`src/pcg_bsg_pkg.sv`:
```
// ----------------------------------------------------------------------------
// PCG byte stream generator package
// Constants, types and helper functions shared by the generator modules.
// ----------------------------------------------------------------------------
`timescale 1ns / 1ps
`default_nettype none

package pcg_bsg_pkg;

    // Field widths of the stream and configuration ports.
    localparam int BYTE_COUNT_W  = 9;
    localparam int IN_DATA_W     = 16;
    localparam int WORD_W        = 32;
    localparam int VALID_BYTES_W = 3;
    localparam int CFG_INDEX_W   = 2;
    localparam int CFG_DATA_W    = 32;

    // Default largest request in bytes.
    localparam int MAX_REQUEST_BYTES_DEFAULT = 256;

    // Configuration register indexes.
    localparam logic [CFG_INDEX_W-1:0] REG_REPRO_SEED = 2'd0;
    localparam logic [CFG_INDEX_W-1:0] REG_FAST_SEED  = 2'd1;

    // Byte count of a full output word.
    localparam logic [VALID_BYTES_W-1:0] FULL_WORD_BYTES = 3'd4;

    // Generator and output permutation constants.
    localparam logic [WORD_W-1:0] LCG_MUL = 32'd747796405;
    localparam logic [WORD_W-1:0] LCG_INC = 32'd1729;
    localparam logic [WORD_W-1:0] OUT_MUL = 32'd277803737;
    localparam int RXS_SEL_POS  = 28;
    localparam int RXS_BASE     = 4;
    localparam int XS_SHIFT     = 22;

    // Command from the controller to the datapath.
    typedef struct packed {
        logic                     gen;
        logic                     sel;
        logic [VALID_BYTES_W-1:0] valid_bytes;
        logic                     last;
    } cmd_t;

    // Status from the datapath to the controller.
    typedef struct packed {
        logic pipe_ready;
    } status_t;

    // Random xorshift step of the output permutation, ahead of the multiply.
    function automatic logic [WORD_W-1:0] rxs_premix(input logic [WORD_W-1:0] s);
        logic [4:0] shamt;
        shamt = 5'(s[WORD_W-1:RXS_SEL_POS]) + 5'(RXS_BASE);
        return (s >> shamt) ^ s;
    endfunction

endpackage

`default_nettype wire

```
`src/pcg_bsg_datapath.sv`:
```
// ----------------------------------------------------------------------------
// PCG byte stream generator datapath
// Generator states, output permutation pipeline and result register.
// ----------------------------------------------------------------------------
`timescale 1ns / 1ps
`default_nettype none

module pcg_bsg_datapath (
    input  wire logic                                  aclk,
    input  wire logic                                  aresetn,
    // Configuration writes
    input  wire logic                                  cfg_we,
    input  wire logic [pcg_bsg_pkg::CFG_INDEX_W-1:0]   cfg_index,
    input  wire logic [pcg_bsg_pkg::CFG_DATA_W-1:0]    cfg_wdata,
    // Controller interface
    input  wire pcg_bsg_pkg::cmd_t                     cmd,
    output pcg_bsg_pkg::status_t                       status,
    // Result stream
    output logic                                       m_tvalid,
    input  wire logic                                  m_tready,
    output logic [pcg_bsg_pkg::WORD_W-1:0]             m_tdata,  // random_word
    output logic [pcg_bsg_pkg::VALID_BYTES_W-1:0]      m_tuser,  // valid_bytes
    output logic                                       m_tlast   // last_word
);

    localparam int W  = pcg_bsg_pkg::WORD_W;
    localparam int VW = pcg_bsg_pkg::VALID_BYTES_W;

    logic [W-1:0]  gen_state_reg [2];
    logic [W-1:0]  cur_state;
    logic [W-1:0]  lcg_next;
    logic [W-1:0]  premix;
    logic [W-1:0]  mix_prod;

    logic          v1_reg;
    logic [W-1:0]  w1_reg;
    logic [VW-1:0] vb1_reg;
    logic          last1_reg;

    logic          out_valid_reg;
    logic [W-1:0]  out_word_reg;
    logic [VW-1:0] out_vb_reg;
    logic          out_last_reg;

    logic          out_free;
    logic          pipe_ready;

    // Pipeline advance conditions.
    assign out_free   = !out_valid_reg || m_tready;
    assign pipe_ready = !v1_reg || out_free;
    assign status.pipe_ready = pipe_ready;

    // State update and first half of the output permutation.
    assign cur_state = gen_state_reg[cmd.sel];
    assign lcg_next  = cur_state * pcg_bsg_pkg::LCG_MUL + pcg_bsg_pkg::LCG_INC;
    assign premix    = pcg_bsg_pkg::rxs_premix(cur_state);
    assign mix_prod  = premix * pcg_bsg_pkg::OUT_MUL;

    // Generator states: loaded by a seed write, stepped once per word.
    always_ff @(posedge aclk) begin
        if (!aresetn) begin
            gen_state_reg[0] <= '0;
            gen_state_reg[1] <= '0;
        end else if (cfg_we) begin
            unique case (cfg_index)
                pcg_bsg_pkg::REG_REPRO_SEED: gen_state_reg[0] <= cfg_wdata;
                pcg_bsg_pkg::REG_FAST_SEED:  gen_state_reg[1] <= cfg_wdata;
                default: ;
            endcase
        end else if (cmd.gen && pipe_ready) begin
            gen_state_reg[cmd.sel] <= lcg_next;
        end
    end

    // Multiply stage control.
    always_ff @(posedge aclk) begin
        if (!aresetn) begin
            v1_reg <= 1'b0;
        end else if (pipe_ready) begin
            v1_reg <= cmd.gen;
        end
    end

    // Multiply stage payload.
    always_ff @(posedge aclk) begin
        if (pipe_ready && cmd.gen) begin
            w1_reg    <= mix_prod;
            vb1_reg   <= cmd.valid_bytes;
            last1_reg <= cmd.last;
        end
    end

    // Output register control.
    always_ff @(posedge aclk) begin
        if (!aresetn) begin
            out_valid_reg <= 1'b0;
        end else if (out_free) begin
            out_valid_reg <= v1_reg;
        end
    end

    // Output register payload, final xorshift applied on the way in.
    always_ff @(posedge aclk) begin
        if (out_free && v1_reg) begin
            out_word_reg <= w1_reg ^ (w1_reg >> pcg_bsg_pkg::XS_SHIFT);
            out_vb_reg   <= vb1_reg;
            out_last_reg <= last1_reg;
        end
    end

    assign m_tvalid = out_valid_reg;
    assign m_tdata  = out_word_reg;
    assign m_tuser  = out_vb_reg;
    assign m_tlast  = out_last_reg;

endmodule

`default_nettype wire

```
`src/pcg_bsg_ctrl.sv`:
```
// ----------------------------------------------------------------------------
// PCG byte stream generator controller
// Accepts requests and sequences one word command per cycle while the datapath is ready.
// ----------------------------------------------------------------------------
`timescale 1ns / 1ps
`default_nettype none

module pcg_bsg_ctrl #(
    parameter int MAX_REQUEST_BYTES = pcg_bsg_pkg::MAX_REQUEST_BYTES_DEFAULT
) (
    input  wire logic                                    aclk,
    input  wire logic                                    aresetn,
    // Request stream
    input  wire logic                                    s_tvalid,
    output logic                                         s_tready,
    input  wire logic [pcg_bsg_pkg::BYTE_COUNT_W-1:0]    byte_count,
    input  wire logic                                    source_select,
    // Datapath interface
    output pcg_bsg_pkg::cmd_t                            cmd,
    input  wire pcg_bsg_pkg::status_t                    status
);

    localparam int BC_W    = pcg_bsg_pkg::BYTE_COUNT_W;
    localparam int VW      = pcg_bsg_pkg::VALID_BYTES_W;
    localparam int BYTES_W = $clog2(MAX_REQUEST_BYTES + 1);
    localparam logic [BC_W-1:0]    MAX_BC     = BC_W'(MAX_REQUEST_BYTES);
    localparam logic [BYTES_W-1:0] WORD_BYTES = BYTES_W'(4);

    // Controller states.
    localparam logic ST_IDLE = 1'b0;
    localparam logic ST_RUN  = 1'b1;

    logic               state_reg, state_next;
    logic [BYTES_W-1:0] rem_reg, rem_next;
    logic               sel_reg, sel_next;
    logic [BC_W-1:0]    count_sat;
    logic               is_last;
    logic [VW-1:0]      word_bytes;

    // Clamp the request to the largest supported size.
    assign count_sat = (byte_count > MAX_BC) ? MAX_BC : byte_count;

    // Bytes carried by the word issued this cycle.
    assign is_last    = (rem_reg <= WORD_BYTES);
    assign word_bytes = is_last ? rem_reg[VW-1:0] : pcg_bsg_pkg::FULL_WORD_BYTES;

    assign s_tready        = (state_reg == ST_IDLE);
    assign cmd.gen         = (state_reg == ST_RUN);
    assign cmd.sel         = sel_reg;
    assign cmd.valid_bytes = word_bytes;
    assign cmd.last        = is_last;

    // Next-state logic.
    always_comb begin
        state_next = state_reg;
        rem_next   = rem_reg;
        sel_next   = sel_reg;
        unique case (state_reg)
            ST_IDLE: begin
                if (s_tvalid) begin
                    rem_next = BYTES_W'(count_sat);
                    sel_next = source_select;
                    if (count_sat != '0) begin
                        state_next = ST_RUN;
                    end
                end
            end
            ST_RUN: begin
                if (status.pipe_ready) begin
                    rem_next = rem_reg - BYTES_W'(word_bytes);
                    if (is_last) begin
                        state_next = ST_IDLE;
                    end
                end
            end
            default: state_next = ST_IDLE;
        endcase
    end

    // Control registers.
    always_ff @(posedge aclk) begin
        if (!aresetn) begin
            state_reg <= ST_IDLE;
            rem_reg   <= '0;
            sel_reg   <= 1'b0;
        end else begin
            state_reg <= state_next;
            rem_reg   <= rem_next;
            sel_reg   <= sel_next;
        end
    end

endmodule

`default_nettype wire

```
`src/pcg32_byte_stream_generator.sv`:
```
// ----------------------------------------------------------------------------
// PCG32 byte stream generator
// Two seeded RXS-M-XS generators streaming random words.
// ----------------------------------------------------------------------------
// A request carries a generator select in s_tuser and a byte count in
// s_tdata; counts above MAX_REQUEST_BYTES are clamped and a count of zero is
// taken without producing output. The request is taken while the controller
// is idle, then one 32-bit word is produced per cycle while the pipeline is
// not stalled, and no new request is taken until the last word of the request
// is issued. Each word takes one 32x32 multiply-add step of the generator
// state register. Results leave through a multiply stage and an output
// register, and a stalled output holds the pipeline. Writing a seed register
// reloads that generator at once; both generators start at zero.
`timescale 1ns / 1ps
`default_nettype none

module pcg32_byte_stream_generator #(
    parameter int MAX_REQUEST_BYTES = pcg_bsg_pkg::MAX_REQUEST_BYTES_DEFAULT
) (
    input  wire logic                                  aclk,
    input  wire logic                                  aresetn,
    // Configuration write port
    input  wire logic                                  cfg_we,
    input  wire logic [pcg_bsg_pkg::CFG_INDEX_W-1:0]   cfg_index,
    input  wire logic [pcg_bsg_pkg::CFG_DATA_W-1:0]    cfg_wdata,
    // Request stream
    input  wire logic                                  s_tvalid,
    output logic                                       s_tready,
    input  wire logic [pcg_bsg_pkg::IN_DATA_W-1:0]     s_tdata,  // byte_count[8:0]
    input  wire logic                                  s_tuser,  // source_select
    // Result stream
    output logic                                       m_tvalid,
    input  wire logic                                  m_tready,
    output logic [pcg_bsg_pkg::WORD_W-1:0]             m_tdata,  // random_word
    output logic [pcg_bsg_pkg::VALID_BYTES_W-1:0]      m_tuser,  // valid_bytes
    output logic                                       m_tlast   // last_word
);

    pcg_bsg_pkg::cmd_t    cmd;
    pcg_bsg_pkg::status_t status;

    // Request sequencer.
    pcg_bsg_ctrl #(
        .MAX_REQUEST_BYTES (MAX_REQUEST_BYTES)
    ) u_ctrl (
        .aclk          (aclk),
        .aresetn       (aresetn),
        .s_tvalid      (s_tvalid),
        .s_tready      (s_tready),
        .byte_count    (s_tdata[pcg_bsg_pkg::BYTE_COUNT_W-1:0]),
        .source_select (s_tuser),
        .cmd           (cmd),
        .status        (status)
    );

    // Generators and output pipeline.
    pcg_bsg_datapath u_datapath (
        .aclk      (aclk),
        .aresetn   (aresetn),
        .cfg_we    (cfg_we),
        .cfg_index (cfg_index),
        .cfg_wdata (cfg_wdata),
        .cmd       (cmd),
        .status    (status),
        .m_tvalid  (m_tvalid),
        .m_tready  (m_tready),
        .m_tdata   (m_tdata),
        .m_tuser   (m_tuser),
        .m_tlast   (m_tlast)
    );

endmodule

`default_nettype wire

```
`config.mk`:
```
export PLATFORM = sky130hd
export DESIGN_NAME = pcg32_byte_stream_generator
export DESIGN_NICKNAME = d
export VERILOG_FILES = /design/src/pcg_bsg_pkg.sv /design/src/pcg_bsg_datapath.sv /design/src/pcg_bsg_ctrl.sv /design/src/pcg32_byte_stream_generator.sv
export SDC_FILE = /design/constraint.sdc
export NUM_CORES = 2
export LEC_CHECK = 0
export BUFFER_PORTS_ARGS = -buffer_cell sky130_fd_sc_hd__buf_2
export CAP_MARGIN = 10
export CELL_PAD_IN_SITES_DETAIL_PLACEMENT = 2
export CELL_PAD_IN_SITES_GLOBAL_PLACEMENT = 2
export CORE_ASPECT_RATIO = 0.9
export CORE_MARGIN = 2
export CORE_UTILIZATION = 25
export DETAILED_ROUTE_END_ITERATION = 10
export PLACE_DENSITY = 0.64
export SLEW_MARGIN = 25
export SYNTH_ARGS = -nofsm -noshare
export SYNTH_HDL_FRONTEND = slang
export SYNTH_HIERARCHICAL = 1
export SYNTH_SLANG_ARGS = --single-unit
```
`constraint.sdc`:
```
create_clock -name aclk -period 10.8 [get_ports aclk]
set_clock_uncertainty 0.05 [all_clocks]
set_input_delay 1.08 -clock aclk [delete_from_list [all_inputs] [get_ports aclk]]
set_output_delay 1.08 -clock aclk [all_outputs]
set_load 0.005 [all_outputs]
```
==> metrics.log <==
[metrics] status: finished, final reports clean
[metrics] most frequently used cell type in the post-synthesis netlist: sky130_fd_sc_hd__inv_1
[metrics] cts bufs inserted: 17
[metrics] hold path endpoint: u_datapath/m_tdata[12]$_DFFE_PP_
[metrics] Avg Inst Size Synth: 10.8 µm²
[metrics] max_slew headroom: 29.3%
[metrics] HPWL after DPL: 69.4 mm
[metrics] Worst Setup Start Kind: register
[metrics] CTS HTree Levels: 4
[metrics] Die Area: 103000 µm²
[metrics] area of all sequential standard cells: 4350 µm²
[metrics] wire length of the first global-routing pass: 124 mm
[metrics] post-synthesis net count: 3172
[metrics] startpoint of the most critical register-to-register path: u_ctrl/sel_reg$_SDFFE_PN0P_
[metrics] final antenna-violating net count: 0
[metrics] distinct cell type count of the synthesized netlist: 85
[metrics] post-synthesis instance area: 25200 µm²
[metrics] Max Cap Violations: 0
[metrics] total routing usage reported by global routing: 15.8%
[metrics] portion of the clock cycle consumed by the worst path in the final layout: 92.0%
[metrics] maximum fanout along the worst path: 23
[metrics] Antenna Cells: 0
[metrics] number of register bits inferred by synthesis: 149
[metrics] largest net degree at the start of global routing: 56
[metrics] Bufs on Longest Clock Path: 2
[metrics] number of fillers in the final layout: 10978
[metrics] flop2flop setup slack: 0.87 ns
[metrics] delay of the slowest cell on the worst path: 0.71 ns
[metrics] detail-routed via count per cell: 4.46
[metrics] post-cts hold buffer count: 0
[metrics] First DRT Iteration DRCs: 636
[metrics] Setup crit end kind: register
[metrics] leftover overflow at the end of global routing: 0
[metrics] Worst Hold Launch: u_datapath/w1_reg[12]$_DFFE_PP_
[metrics] routability congestion estimate from global placement: 0.857
[metrics] type of the worst setup path: reg -> reg
[metrics] depth of the most critical reg-to-reg path: 32
[metrics] Layout Nets: 3288
[metrics] cell area after placement: 27600 µm²
[metrics] endpoint of the lowest-slack register-to-register path: u_datapath/w1_reg[29]$_DFFE_PP_
[metrics] number of enable-type register cells in the synthesized netlist: 136
[metrics] vias in the first global route: 20148
[metrics] clk root buf: sky130_fd_sc_hd__clkbuf_16
[metrics] data arrival time of the critical path: 10.11 ns
[metrics] Required @ worst endpoint: 10.98 ns
[metrics] number of standard cells after synthesis: 2330
[metrics] Routed WL per cell: 21.1 µm
[metrics] Slowest-stage cell, CP: sky130_fd_sc_hd__xnor2_1
[metrics] I/O pin count: 94
[metrics] DP Cell Count: 3770
[metrics] footprint of the multi-input gates: 18500 µm²
[metrics] total detailed-routing wirelength: 80.4 mm
[metrics] most common flop cell mapped by yosys: sky130_fd_sc_hd__edfxtp_1
[metrics] fraction of layout cells with a size suffix above 1: 8.99%
[metrics] post-route design area: 28200 µm²
[metrics] Cells on Worst Hold Path: 0
[metrics] Non-Filler Instances: 3803
[metrics] number of antenna violations at the first check in global routing: 0
[metrics] top cell type's share of synthesized area: 32.4%
[metrics] number of port buffers: 86
[metrics] Detailed Routing Iterations Pass 1: 5
[metrics] final setup slack of the worst path: 0.865 ns
[metrics] cell taking the most area after synthesis: sky130_fd_sc_hd__fa_1
[metrics] Die Height: 305 µm
[metrics] fin crit period: 9.93 ns
[metrics] Core Box Area: 100000 µm²
[metrics] sequential cell area fraction in the yosys report: 17.2%
[metrics] source of the critical timing path: u_ctrl/sel_reg$_SDFFE_PN0P_
[metrics] final routed DRC violation total: 0
[metrics] fraction of registers with async set/reset: 0%
[metrics] total number of vias: 16950
[metrics] setup repair after global routing missed its margin: false
[metrics] TritonCTS clock tree: built
[metrics] number of max-slew violations in the final report: 0
[metrics] list of most frequent post-synthesis cells: sky130_fd_sc_hd__inv_1 (593), sky130_fd_sc_hd__fa_1 (408), sky130_fd_sc_hd__ha_1 (378)
[metrics] Peak Freq: 101 MHz
[metrics] pre-CTS setup slack: 0.900 ns
[metrics] die outline width: 339 µm
[metrics] final setup violating endpoints: 0
[metrics] placement row count: 110
[metrics] max reg flops: 64
[metrics] leading cell types by total area after synthesis: sky130_fd_sc_hd__fa_1 (32%), sky130_fd_sc_hd__ha_1 (19%), sky130_fd_sc_hd__edfxtp_1 (16%)
[metrics] yosys warns: 6
[metrics] Setup Buffers After CTS: 0
[metrics] starting utilization of the core area: 25.2%
[metrics] count of clock tree sinks: 149
[metrics] worst hold-check path type: reg -> reg
[metrics] post_cts resized: 0
[metrics] clock edge transition at the registers on the reported setup and hold paths: 0.07 ns
[metrics] Layout Area Growth over Synthesis: 11.7%
[metrics] slew of the pin with the lowest slew margin: 1.03 ns
[metrics] clock latency on the worst-skew pair: 0.47 ns
[metrics] setup_tns: 0 ns
[metrics] Final Hold Viols: 0
==> per-stage QoR <==
step                hold WS [ns]  util (%)
floorplan                  0.350         -
global placement           0.357      27.5
detailed placement         0.356      27.5
CTS                        0.371      28.2
global route               0.382      28.2
finish                     0.369      28.2
==> cell type report <==
class                           instances  area share, %
Multi-Input combinational cell       1545           65.6
Sequential cell                       149           15.4
Inverter                              597           7.95
Tap cell                             1344           5.97
Timing Repair Buffer                  136           2.95
Clock buffer                           18           1.52
Clock inverter                         14          0.621
==> cells in the final DEF (no fill, tap or decap), types with 13 or more instances in the layout <==
| cell type | count |
|---|---|
| sky130_fd_sc_hd__a22o_1 | 47 |
| sky130_fd_sc_hd__inv_1 | 593 |
| sky130_fd_sc_hd__xor2_1 | 38 |
| sky130_fd_sc_hd__a21oi_1 | 73 |
| sky130_fd_sc_hd__o21ai_0 | 57 |
| sky130_fd_sc_hd__ha_1 | 378 |
| sky130_fd_sc_hd__buf_2 | 86 |
| sky130_fd_sc_hd__fa_1 | 408 |
| sky130_fd_sc_hd__nand2_1 | 58 |
| sky130_fd_sc_hd__mux2i_1 | 63 |
| sky130_fd_sc_hd__xnor2_1 | 135 |
| sky130_fd_sc_hd__buf_4 | 48 |
| sky130_fd_sc_hd__a21o_1 | 26 |
| sky130_fd_sc_hd__nand3_1 | 13 |
| sky130_fd_sc_hd__clkbuf_16 | 17 |
| sky130_fd_sc_hd__edfxtp_1 | 136 |
| sky130_fd_sc_hd__nor2_1 | 54 |
==> how the worst max path moves through the flow <==
| stage | end | slack [ns] |
|---|---|---|
| 6_report | u_datapath/w1_reg[29]$_DFFE_PP_ | 0.87 |
| 5_1_grt | u_datapath/w1_reg[29]$_DFFE_PP_ | 0.27 |
| 3_3_place_gp | u_datapath/w1_reg[31]$_DFFE_PP_ | 1.12 |
| 4_1_cts | u_datapath/w1_reg[31]$_DFFE_PP_ | 0.78 |
| 2_1_floorplan | u_datapath/w1_reg[29]$_DFFE_PP_ | 1.96 |
| 3_5_place_dp | u_datapath/w1_reg[31]$_DFFE_PP_ | 0.90 |
==> worst max-delay path: cells and delay by family, from the launching register on <==
family,cells,cell delay (ns)
mux,1,0.21
flops,1,0.66
simple gates,2,0.31
buf+inv,8,1.09
fa+ha+maj,9,3.74
compound gates,9,2.46
xor+xnor,3,1.12
==> kinds of logic (layout without fill, tap and decap cells) <==
kind of cell / count (synthesis) / count (layout) / share of synthesized area (%)
compound gates: 308 / 308 / 8.57
xor+xnor: 175 / 175 / 6.18
fa+ha+maj: 786 / 786 / 51.1
buf+inv: 636 / 765 / 9.68
flops: 149 / 149 / 17.2
mux: 77 / 77 / 3.33
other cells: 1 / 1 / 0.0149
simple gates: 198 / 198 / 3.87
==> per-layer routing <==
layer	share of wire [%]	global-route usage, %
met1	46	20.8
met2	50	28.3
met3	2.1	1.61
met4	1.5	3.14
met5	0	0
Power is not shown: default switching activity piles up to over one toggle a cycle in this logic, so the estimate is an artifact.
